File: config.mk
export PLATFORM = sky130hd
export DESIGN_NAME = length_prefixed_frame_deframer_core_flat
export DESIGN_NICKNAME = d
export VERILOG_FILES = /design/src/rtl/lpfd_pkg.sv /design/src/rtl/lpfd_stream_if.sv /design/src/rtl/length_prefixed_frame_deframer_core.sv /design/src/flat_wrapper.sv
export SDC_FILE = /design/constraint.sdc
export NUM_CORES = 1
export LEC_CHECK = 0
export BUFFER_PORTS_ARGS = -buffer_cell sky130_fd_sc_hd__buf_4
export CORE_MARGIN = 2
export CORE_UTILIZATION = 52
export CTS_CLUSTER_SIZE = 25
export DETAILED_ROUTE_END_ITERATION = 10
export PLACE_DENSITY = 0.73
export SLEW_MARGIN = 40
export SYNTH_ARGS = -nofsm -noshare
export SYNTH_HDL_FRONTEND = slang
export SYNTH_SLANG_ARGS = --single-unit
File: constraint.sdc
create_clock -name clk -period 3.7 [get_ports clk]
set_clock_uncertainty 0.1 [all_clocks]
set_input_delay 0.185 -clock clk [delete_from_list [all_inputs] [get_ports clk]]
set_output_delay 0.185 -clock clk [all_outputs]
set_load 0.1 [all_outputs]
File: src/rtl/lpfd_pkg.sv
`timescale 1ns / 1ps
// ---------------------------------------------------------------------------
// Length-prefixed frame deframer package
// Shared widths, register indexes, reset values and result codes.
// ---------------------------------------------------------------------------
package lpfd_pkg;

  localparam int unsigned BYTE_W     = 8;
  localparam int unsigned HEADER_W   = 32;
  localparam int unsigned TAIL_W     = 16;
  localparam int unsigned LENGTH_W   = 16;
  localparam int unsigned KIND_W     = 2;
  localparam int unsigned CFG_DATA_W = 32;
  localparam int unsigned CFG_IDX_W  = 1;

  // Configuration register indexes.
  localparam logic [CFG_IDX_W-1:0] CFG_HEADER_PATTERN = 1'd0;
  localparam logic [CFG_IDX_W-1:0] CFG_TAIL_PATTERN   = 1'd1;

  // Register reset values.
  localparam logic [HEADER_W-1:0] HEADER_PATTERN_RST = 32'h0FF0_00FF;
  localparam logic [TAIL_W-1:0]   TAIL_PATTERN_RST   = 16'h0D0A;

  // Result word codes.
  localparam logic [KIND_W-1:0] KIND_PAYLOAD  = 2'd0;
  localparam logic [KIND_W-1:0] KIND_END_GOOD = 2'd1;
  localparam logic [KIND_W-1:0] KIND_END_BAD  = 2'd2;

endpackage

File: src/rtl/lpfd_stream_if.sv
`timescale 1ns / 1ps
// ---------------------------------------------------------------------------
// Deframer stream interfaces
// Valid/ready channels for received bytes and for deframed result words.
// ---------------------------------------------------------------------------
interface lpfd_byte_if;
  logic                      valid;
  logic                      ready;
  logic [lpfd_pkg::BYTE_W-1:0] rx_byte;

  modport source (output valid, output rx_byte, input ready);
  modport sink   (input valid, input rx_byte, output ready);
endinterface

interface lpfd_frame_if;
  logic                          valid;
  logic                          ready;
  logic [lpfd_pkg::KIND_W-1:0]   out_kind;
  logic [lpfd_pkg::BYTE_W-1:0]   payload_byte;
  logic [lpfd_pkg::BYTE_W-1:0]   frame_kind;
  logic [lpfd_pkg::LENGTH_W-1:0] payload_length;
  logic                          last_payload;

  modport source (output valid, output out_kind, output payload_byte, output frame_kind,
                  output payload_length, output last_payload, input ready);
  modport sink   (input valid, input out_kind, input payload_byte, input frame_kind,
                  input payload_length, input last_payload, output ready);
endinterface

File: src/rtl/length_prefixed_frame_deframer_core.sv
`timescale 1ns / 1ps
// ---------------------------------------------------------------------------
// Length-prefixed frame deframer
// Finds frames in a byte stream and emits payload words and end markers.
// ---------------------------------------------------------------------------
// byte_in takes one received word per cycle while ready is high. The block
// slides a four-byte window over the stream until it matches header_pattern,
// then reads a big-endian 16-bit length and a type byte, forwards each
// payload byte on frame_out tagged with type and length, and finally checks
// the two tail bytes against tail_pattern, emitting one good or bad end
// marker. Header, length, type and first tail bytes produce no output word.
//
// Each accepted byte is parsed in the cycle it arrives; its result word, if
// any, shows on frame_out in the next cycle from the output register. A byte
// can be accepted every cycle unless frame_out stalls: byte_in.ready is low
// only while the output register holds a word that the receiver has not yet
// taken, so a stall holds the input back after exactly one word of buffering.
//
// Reset (rst, synchronous) returns the parser to header hunting with an
// empty window, clears the output register and reloads both patterns with
// their default values. Configuration writes through cfg_we take effect at
// once and are meant to happen only while the block is idle.
// ---------------------------------------------------------------------------
module length_prefixed_frame_deframer_core (
  input  logic                           clk,
  input  logic                           rst,
  input  logic                           cfg_we,
  input  logic [lpfd_pkg::CFG_IDX_W-1:0]  cfg_index,
  input  logic [lpfd_pkg::CFG_DATA_W-1:0] cfg_data,
  lpfd_byte_if.sink                      byte_in,
  lpfd_frame_if.source                   frame_out
);
  import lpfd_pkg::*;

  typedef enum logic [2:0] {
    PH_HUNT,
    PH_LENHI,
    PH_LENLO,
    PH_TYPE,
    PH_DATA,
    PH_TAIL1,
    PH_TAIL2
  } phase_t;

  // Configuration registers.
  logic [HEADER_W-1:0] header_pattern;
  logic [TAIL_W-1:0]   tail_pattern;

  // Parser state.
  phase_t              phase, phase_next;
  logic [HEADER_W-1:0] header_window, header_window_next;
  logic [2:0]          hunt_fill, hunt_fill_next;
  logic [LENGTH_W-1:0] length_reg, length_reg_next;
  logic [LENGTH_W-1:0] remaining_count, remaining_count_next;
  logic [BYTE_W-1:0]   type_reg, type_reg_next;
  logic [BYTE_W-1:0]   first_tail_byte, first_tail_byte_next;

  // Output register.
  logic                out_valid;
  logic [KIND_W-1:0]   out_kind;
  logic [BYTE_W-1:0]   out_byte;
  logic [BYTE_W-1:0]   out_frame_kind;
  logic [LENGTH_W-1:0] out_length;
  logic                out_last;

  // Result of the byte being parsed this cycle.
  logic                emit;
  logic [KIND_W-1:0]   emit_kind;
  logic [BYTE_W-1:0]   emit_byte;
  logic                emit_last;

  logic                accept;
  logic [BYTE_W-1:0]   b;

  assign byte_in.ready = !out_valid || frame_out.ready;
  assign accept        = byte_in.valid && byte_in.ready;
  assign b             = byte_in.rx_byte;

  always_comb begin
    phase_next           = phase;
    header_window_next   = header_window;
    hunt_fill_next       = hunt_fill;
    length_reg_next      = length_reg;
    remaining_count_next = remaining_count;
    type_reg_next        = type_reg;
    first_tail_byte_next = first_tail_byte;
    emit                 = 1'b0;
    emit_kind            = KIND_PAYLOAD;
    emit_byte            = '0;
    emit_last            = 1'b0;

    unique case (phase)
      PH_HUNT: begin
        header_window_next = {header_window[HEADER_W-BYTE_W-1:0], b};
        if (hunt_fill != 3'd4) begin
          hunt_fill_next = hunt_fill + 3'd1;
        end
        // The window only counts once four fresh bytes are in it.
        if (hunt_fill_next == 3'd4 && header_window_next == header_pattern) begin
          phase_next = PH_LENHI;
        end
      end
      PH_LENHI: begin
        length_reg_next = {b, {BYTE_W{1'b0}}};
        phase_next      = PH_LENLO;
      end
      PH_LENLO: begin
        length_reg_next      = {length_reg[LENGTH_W-1:BYTE_W], b};
        remaining_count_next = {length_reg[LENGTH_W-1:BYTE_W], b};
        phase_next           = PH_TYPE;
      end
      PH_TYPE: begin
        type_reg_next = b;
        // A zero-length frame skips straight to the tail.
        phase_next    = (remaining_count == '0) ? PH_TAIL1 : PH_DATA;
      end
      PH_DATA: begin
        emit_last            = (remaining_count <= LENGTH_W'(1));
        remaining_count_next = remaining_count - LENGTH_W'(1);
        emit                 = 1'b1;
        emit_kind            = KIND_PAYLOAD;
        emit_byte            = b;
        if (emit_last) begin
          phase_next = PH_TAIL1;
        end
      end
      PH_TAIL1: begin
        first_tail_byte_next = b;
        phase_next           = PH_TAIL2;
      end
      PH_TAIL2: begin
        emit               = 1'b1;
        emit_kind          = ({first_tail_byte, b} == tail_pattern) ? KIND_END_GOOD
                                                                     : KIND_END_BAD;
        phase_next         = PH_HUNT;
        header_window_next = '0;
        hunt_fill_next     = '0;
      end
      default: begin
        phase_next         = PH_HUNT;
        header_window_next = '0;
        hunt_fill_next     = '0;
      end
    endcase
  end

  always_ff @(posedge clk) begin
    if (rst) begin
      header_pattern  <= HEADER_PATTERN_RST;
      tail_pattern    <= TAIL_PATTERN_RST;
      phase           <= PH_HUNT;
      header_window   <= '0;
      hunt_fill       <= '0;
      length_reg      <= '0;
      remaining_count <= '0;
      type_reg        <= '0;
      first_tail_byte <= '0;
      out_valid       <= 1'b0;
    end else begin
      if (cfg_we) begin
        unique case (cfg_index)
          CFG_HEADER_PATTERN: header_pattern <= cfg_data[HEADER_W-1:0];
          CFG_TAIL_PATTERN:   tail_pattern   <= cfg_data[TAIL_W-1:0];
          default: ;
        endcase
      end

      if (accept) begin
        phase           <= phase_next;
        header_window   <= header_window_next;
        hunt_fill       <= hunt_fill_next;
        length_reg      <= length_reg_next;
        remaining_count <= remaining_count_next;
        type_reg        <= type_reg_next;
        first_tail_byte <= first_tail_byte_next;
      end

      // The output register frees when taken and refills from the byte
      // accepted in the same cycle.
      if (accept && emit) begin
        out_valid <= 1'b1;
      end else if (frame_out.ready) begin
        out_valid <= 1'b0;
      end
    end

    if (accept && emit) begin
      out_kind       <= emit_kind;
      out_byte       <= emit_byte;
      out_frame_kind <= type_reg;
      out_length     <= length_reg;
      out_last       <= emit_last;
    end
  end

  assign frame_out.valid          = out_valid;
  assign frame_out.out_kind       = out_kind;
  assign frame_out.payload_byte   = out_byte;
  assign frame_out.frame_kind     = out_frame_kind;
  assign frame_out.payload_length = out_length;
  assign frame_out.last_payload   = out_last;

endmodule
File: src/flat_wrapper.sv
// flat-port wrapper written by rule: the top's interface ports become plain ports
module length_prefixed_frame_deframer_core_flat import lpfd_pkg::*;
  (clk, rst, cfg_we, cfg_index, cfg_data, byte_in_valid, byte_in_rx_byte, byte_in_ready, frame_out_valid, frame_out_out_kind, frame_out_payload_byte, frame_out_frame_kind, frame_out_payload_length, frame_out_last_payload, frame_out_ready);
  lpfd_byte_if byte_in_i ();
  lpfd_frame_if frame_out_i ();
  input  logic clk;
  input  logic rst;
  input  logic cfg_we;
  input  logic [lpfd_pkg::CFG_IDX_W-1:0] cfg_index;
  input  logic [lpfd_pkg::CFG_DATA_W-1:0] cfg_data;
  input wire logic [$bits(byte_in_i.valid)-1:0] byte_in_valid;
  input wire logic [$bits(byte_in_i.rx_byte)-1:0] byte_in_rx_byte;
  output wire logic [$bits(byte_in_i.ready)-1:0] byte_in_ready;
  output wire logic [$bits(frame_out_i.valid)-1:0] frame_out_valid;
  output wire logic [$bits(frame_out_i.out_kind)-1:0] frame_out_out_kind;
  output wire logic [$bits(frame_out_i.payload_byte)-1:0] frame_out_payload_byte;
  output wire logic [$bits(frame_out_i.frame_kind)-1:0] frame_out_frame_kind;
  output wire logic [$bits(frame_out_i.payload_length)-1:0] frame_out_payload_length;
  output wire logic [$bits(frame_out_i.last_payload)-1:0] frame_out_last_payload;
  input wire logic [$bits(frame_out_i.ready)-1:0] frame_out_ready;
  assign byte_in_i.valid = byte_in_valid;
  assign byte_in_i.rx_byte = byte_in_rx_byte;
  assign byte_in_ready = byte_in_i.ready;
  assign frame_out_valid = frame_out_i.valid;
  assign frame_out_out_kind = frame_out_i.out_kind;
  assign frame_out_payload_byte = frame_out_i.payload_byte;
  assign frame_out_frame_kind = frame_out_i.frame_kind;
  assign frame_out_payload_length = frame_out_i.payload_length;
  assign frame_out_last_payload = frame_out_i.last_payload;
  assign frame_out_i.ready = frame_out_ready;
  length_prefixed_frame_deframer_core u_core (.clk(clk), .rst(rst), .cfg_we(cfg_we), .cfg_index(cfg_index), .cfg_data(cfg_data), .byte_in(byte_in_i), .frame_out(frame_out_i));
endmodule
==> flow_summary.json, run 1 <==
{
  "detail_route.vias_per_cell": 5.57,
  "worstSkewPairLatency_ps": 430,
  "regArea_um2": 3590,
  "wire_length_of_the_first_global_routing_pass_mm": 27.0,
  "slew-limit-headroom_pct": 48.0,
  "gr-usage-met1_pct": 29.7,
  "power.switching_fraction_pct": 22.6,
  "drt_wl_total_mm": 16.9,
  "met3_usage_pct": 6.52,
  "worst-endpoint-arrival_ps": 2680,
  "std_cell_rows": 41,
  "fin_crit_sh_pct": 67.7,
  "number_of_pins_exceeding_their_max_slew_limit_in_the_final_report": 0,
  "start_util_pct": 53.9,
  "fp.coreArea_um2": 12700,
  "max_flop_register": "u_core.header_pattern",
  "post-cts-setup-buffers": 0,
  "synth.net_count": 789,
  "iteration_count_of_the_initial_detailed_routing_pass": 6,
  "drv.max_cap_violation_count": 0,
  "ir_drop_mv": 0.340,
  "first_global_vias": 5491,
  "clock_path_buffers": 2,
  "drtAntennaViolNets": 0,
  "crit_path_max_fanout": 15,
  "detailedPlacementHpwl_mm": 11.2,
  "die_height_um": 119,
  "internal_power_mw": 2.95,
  "post_cts.resized_instances": 0,
  "synthTopCellsByArea": "dfxtp_1 (37%), edfxtp_1 (15%), nand2_1 (7.7%)",
  "fmaxAchievable_ghz": 0.399,
  "grt_usage_pct": 24.4,
  "postSynthAreaPerCell_um2": 9.28,
  "detailroute.via_count": 5636,
  "synth-async-reset-ratio_pct": 0,
  "top_usage_layer": "met2",
  "post-place-ws_ps": 1260,
  "floorplan.die.width_um": 119,
  "ctsRootBufferMaster": "clkbuf_16",
  "hold-path-cell-count": 3,
  "drt_iter0_markers": 510,
  "grt_overflow": 0,
  "synth_area_leader_cell": "dfxtp_1",
  "i_o_pins": 83,
  "synth-edff-count": 35,
  "unrepaired_setup_endpoints_after_global_routing": "no",
  "antenna_found_initial": 0,
  "timing.final.hold_violations": 0,
  "antenna-diode-count": 0,
  "max_stage_delay_ps": 660,
  "numClockSinks": 162,
  "min-delay-path-class": "primary input to flop",
  "critPathSlowestCell": "and3_1",
  "maximum_number_of_pins_on_one_net_before_global_route_repair": 100,
  "placement.io_buffers": 82,
  "post-synth-top-area-fraction_pct": 37.1,
  "gp_routability_congestion": 0.886,
  "ys_ff_latch": 162,
  "status": "complete, no violations",
  "p_per_area_nw_per_um2": 453,
  "use_met2_pct": 40.9,
  "setup_slack_ps": 1190,
  "critPathKind": "flop to flop",
  "timing.critical_path.to_type": "flop",
  "critical_path_cell_by_cell": "nor3b_4 -> and3_1 -> nor2_1 -> nand2_1 -> a21oi_1",
  "cts.clk_slew.worst_paths_ps": 60,
  "number_of_warnings_reported_in_the_yosys_synthesis_log": 0,
  "cp_data_required_time_ps": 3870,
  "top_regs": "u_core.header_pattern x32, u_core.header_window x24",
  "switchingPower_mw": 0.861,
  "combPwrFrac_pct": 6.8,
  "worstMarginPinSlew_ps": 776,
  "setup_tns_ps": 0,
  "setup_viol": 0,
  "cells_on_worst_reg2reg_path": 5,
  "syn_area_um2": 6850,
  "power.leakage_nw": 3.39,
  "power_frac_clock_pct": 44.2,
  "seqPwrFrac_pct": 49.0,
  "drc_errors": 0,
  "design.final.nets": 877,
  "final_layout_size_suffix_gt1_share_pct": 15.6,
  "largest_register_ffs": 32,
  "layout-area-overhead-vs-synth_pct": 22.8,
  "synth_sequential_area_ratio_pct": 52.4,
  "synth_flop_cell": "dfxtp_1",
  "tritoncts": "yes",
  "final.fill_count": 1025,
  "crit_path_start_kind": "flop",
  "tritoncts_buffer_count": 17,
  "synthesis.instances": 738,
  "period_minus_slack_ps": 2510,
  "floorplan.die_area_um2": 14100,
  "multiInputGateArea_um2": 3040,
  "routed_wire_length_per_instance_um": 16.7,
  "synth_cell_type_count": 45,
  "cts.htree.levels": 4
}
## path summary, 6_finish.rpt
kind	from	end	slack, ps
max	u_core.phase[1]	u_core.length_reg[2]	1190
min	byte_in_rx_byte[0]	u_core.length_reg[0]	30
max reg2reg	u_core.phase[1]	u_core.length_reg[2]	1190
min reg2reg	u_core.length_reg[2]	u_core.frame_out.payload_length[2]	330
## cells in the final DEF (no fill, tap or decap), drive strengths merged, types with 7 or more instances in the layout
| cell type | instances |
|---|---|
| nand2 | 141 |
| dfxtp | 127 |
| buf | 86 |
| nor2 | 67 |
| a21oi | 64 |
| edfxtp | 35 |
| dlygate4sd3 | 33 |
| xor2 | 30 |
| a22oi | 26 |
| nand3b | 24 |
| mux2i | 24 |
| clkbuf | 22 |
| xnor2 | 21 |
| nand3 | 19 |
| o21ai | 16 |
| and2 | 13 |
| nor4 | 12 |
| nor3 | 10 |
| nand4 | 8 |
| clkinv | 8 |
| inv | 7 |
## power by group through the flow
stage	clock (mW)	combinational [mW]	sequential, mW
floorplan	0	0.147	1.90
global placement	0	0.220	1.91
global route	1.78	0.282	1.87
detailed placement	0	0.227	1.91
finish	1.68	0.259	1.87
CTS	1.71	0.257	1.87
## worst max-delay path: cells and delay by family (launching register included)
kind / cells / cell delay, ps
DFF: 1 / 620
AOI/OAI and AO/OA: 1 / 70
and+or+nand+nor: 4 / 1540
## synthesized netlist by cell type, types with 2 or more instances
library cell and n:
nand4_1 8, o22a_1 2, nand3b_1 24, buf_2 13, and3_1 3, o31ai_1 3, a21oi_1 64, dfxtp_1 127
xor2_1 30, or3_1 3, nor3b_4 2, nor3_1 9, a22oi_1 26, nor2b_1 3, nor2_1 67, o21ai_0 13
nor4_1 9, and2_1 12, nor4_2 2, nand3_1 19, a221oi_1 3, a32oi_1 3, o21ai_1 3, nand2_1 141
nand2b_1 6, buf_4 3, edfxtp_1 35, or2_2 3, xnor2_1 21, clkbuf_1 32, o22ai_1 2, inv_1 7
mux2i_1 24, ha_1 5
## timing repair
item,in CTS,in global routing
endpoints found under the hold margin,49,0
setup endpoints to repair,0,0
hold buffers,33,0
## cells by family after synthesis
group                      Yosys count  synth area share [%]
AOI/OAI and AO/OA                  124                  11.0
buffers and inverters               57                  3.63
adders and majority gates            5                 0.913
DFF                                162                  52.4
muxes                               24                  3.51
xor gates and xnor gates            51                  6.52
and+or+nand+nor                    315                  22.0
## metal layers
metal	wire (um)	share of wire, %	vias to the layer above
met3	1100	6.5	49
met1	7110	42	2665
met4	467	2.8	0
li1	-	-	2711
met2	8260	49	211
met5	0	0	-
## final cells by class
type,instances,area share [%]
clock inverters,10,0.951
repair buffers,119,11.6
flip-flops and latches,162,42.7
well taps,172,2.56
inverters,7,0.312
clock buffers,22,5.78
multi-input cells,519,36.1
## stage by stage
step                      hold WS (ps)  power (mW)  std cells  util, %  cell area (um2)
after floorplan                    206        2.04        738        -             6860
after global placement             296        2.13        946     59.0             7500
after detailed placement           300        2.14        946     59.1             7520
after CTS                         9.69        3.83       1011     66.2             8420
after global routing              29.2        3.93       1011     66.2             8420
final                             31.7        3.81       1011     66.2             8420
No activity file was read; power rests on OpenSTA's default activity.
==> inputs of run 2 (changes only) <==
==> constraint.sdc (replaced) <==
create_clock -name clk -period 2.11 [get_ports clk]
set_clock_uncertainty 0.1 [all_clocks]
set_input_delay 0.1055 -clock clk [delete_from_list [all_inputs] [get_ports clk]]
set_output_delay 0.1055 -clock clk [all_outputs]
set_load 0.1 [all_outputs]
==> run 2 against run 1 <==
Setup slack worse by 1000 ps. Clock power is 93% higher. Non-clock buffer count is 30 higher. Register-to-register slack worse by 1000 ps. Largest cell class unchanged. Total power is 84% higher. Worst hold slack worse by 3.4 ps. Fmax is 28% higher. Critical path depth is 2 higher. Sequential cell count stayed put. Sequential share of layout area is 1.7 points lower. Sequential power is 75% higher.
==> flow_summary.json, run 2 (synthesis gave the netlist of run 1 again) <==
{
  "drc_errors": 0,
  "number_of_pins_exceeding_their_max_slew_limit_in_the_final_report": 0,
  "floorplan.die_area_um2": 14100,
  "detail_route.vias_per_cell": 5.54,
  "cp_data_required_time_ps": 2340,
  "setup_slack_ps": 148,
  "drv.max_cap_violation_count": 0,
  "gp_routability_congestion": 0.826,
  "final.fill_count": 968,
  "design.final.nets": 907,
  "drt_iter0_markers": 561,
  "clock_path_buffers": 2,
  "antenna_found_initial": 0,
  "worstSkewPairLatency_ps": 430,
  "tritoncts_buffer_count": 17,
  "setup_viol": 0,
  "largest_register_ffs": 32,
  "p_per_area_nw_per_um2": 799,
  "post-cts-setup-buffers": 0,
  "layout-area-overhead-vs-synth_pct": 28.2,
  "timing.final.hold_violations": 0,
  "final_layout_size_suffix_gt1_share_pct": 19.0,
  "cts.htree.levels": 4,
  "cts.clk_slew.worst_paths_ps": 70,
  "grt_overflow": 0,
  "crit_path_max_fanout": 5,
  "timing.critical_path.to_type": "flop",
  "period_minus_slack_ps": 1960,
  "crit_path_start_kind": "flop",
  "top_regs": "u_core.header_pattern x32, u_core.header_window x24",
  "tritoncts": "yes",
  "routed_wire_length_per_instance_um": 17.0,
  "antenna-diode-count": 0,
  "final_total_pwr_mw": 7.02,
  "critPathKind": "flop to flop",
  "setup_tns_ps": 0,
  "placement.io_buffers": 82,
  "grt_usage_pct": 25.7,
  "detailedPlacementHpwl_mm": 11.8,
  "slew-limit-headroom_pct": 54.3,
  "die_height_um": 119,
  "fin_crit_sh_pct": 93.0,
  "numClockSinks": 162,
  "iteration_count_of_the_initial_detailed_routing_pass": 6,
  "wire_length_of_the_first_global_routing_pass_mm": 28.6,
  "fmaxAchievable_ghz": 0.510,
  "post-place-ws_ps": -9.77,
  "mostFrequentLayoutCells": "nand2_1 (140), dfxtp_1 (124), buf_4 (108), nor2_1 (67), a21oi_1 (64)",
  "fp.coreArea_um2": 12700,
  "unrepaired_setup_endpoints_after_global_routing": "no",
  "ir_drop_mv": 0.839,
  "drtAntennaViolNets": 0,
  "critical_path_cell_by_cell": "inv_1 -> ha_1 -> or4b_4 -> nor4_4 -> buf_4 -> o21ai_0 -> a221oi_1",
  "maximum_number_of_pins_on_one_net_before_global_route_repair": 62,
  "power.leakage_nw": 3.58,
  "detailroute.via_count": 5762,
  "status": "complete, no violations",
  "start_util_pct": 53.9,
  "std_cell_rows": 41,
  "worst-endpoint-arrival_ps": 2190,
  "drt_wl_total_mm": 17.7,
  "critPathSlowestCell": "or4b_4",
  "first_global_vias": 5695,
  "floorplan.die.width_um": 119,
  "min-delay-path-class": "primary input to flop",
  "max_flop_register": "u_core.header_pattern",
  "worstMarginPinSlew_ps": 686,
  "ctsRootBufferMaster": "clkbuf_16",
  "max_stage_delay_ps": 520,
  "layout.cells.most_common": "nand2_1",
  "i_o_pins": 83
}
[run 2: worst paths after layout]
path / from / endpoint / slack (ps) / cells past startpoint
max: u_core.remaining_count[0] / u_core.remaining_count[12] / 150 / 7
min: byte_in_valid / u_core.remaining_count[7] / 30 / 4
max reg2reg: u_core.remaining_count[0] / u_core.remaining_count[12] / 150 / 7
min reg2reg: u_core.length_reg[0] / u_core.frame_out.payload_length[0] / 330 / 0
[run 2: area by class of cell]
| cell class | instances | area, um2 | share of cell area [%] |
|---|---|---|---|
| clock buffer | 20 | 479 | 5.45 |
| timing repair buffer | 149 | 1250 | 14.2 |
| tap | 172 | 215 | 2.45 |
| clock inverter | 12 | 151 | 1.72 |
| inverter | 7 | 26.3 | 0.299 |
| multi-input combinational | 519 | 3060 | 34.9 |
| sequential | 162 | 3600 | 41.0 |
[run 2: timing repair]
| action | in CTS | in global routing |
|---|---|---|
| setup endpoints to repair | 0 | 5 |
| hold buffers | 38 | 0 |
| resized for setup | 0 | 7 |
| endpoints found under the hold margin | 73 | 0 |
[run 2: where the power goes]
| group | internal [mW] | total, mW | switching [mW] |
|---|---|---|---|
| sequential | 3.22 | 3.28 | 0.0569 |
| combinational | 0.231 | 0.486 | 0.255 |
| clock | 2.00 | 3.25 | 1.25 |
[run 2: critical path, delay by kind of cell (launching register included)]
kind            cells  cell delay (ps)
compound gates      2              340
fa+ha+maj           1              160
buf+inv             2              240
flops               1              310
simple gates        2              710
[run 2: metal layers]
metal	GRT usage [%]	wire length, um	part of all wire [%]	vias up
met5	0	0	0	-
met4	9.75	461	2.6	0
met3	6.13	1160	6.6	37
met2	43.2	8700	49	209
met1	32.1	7350	42	2748
li1	-	-	-	2768
[run 2: metrics by stage]
| stage | instances | utilization [%] | hold WS, ps | area (um2) |
|---|---|---|---|---|
| 5_1_grt | 1041 | 69.1 | 58.3 | 8790 |
| 3_5_place_dp | 971 | 60.9 | 218 | 7750 |
| 6_report | 1041 | 69.1 | 28.3 | 8790 |
| 4_1_cts | 1041 | 68.8 | 16.1 | 8760 |
| 2_1_floorplan | 738 | - | 126 | 6880 |
| 3_3_place_gp | 971 | 60.9 | 213 | 7750 |
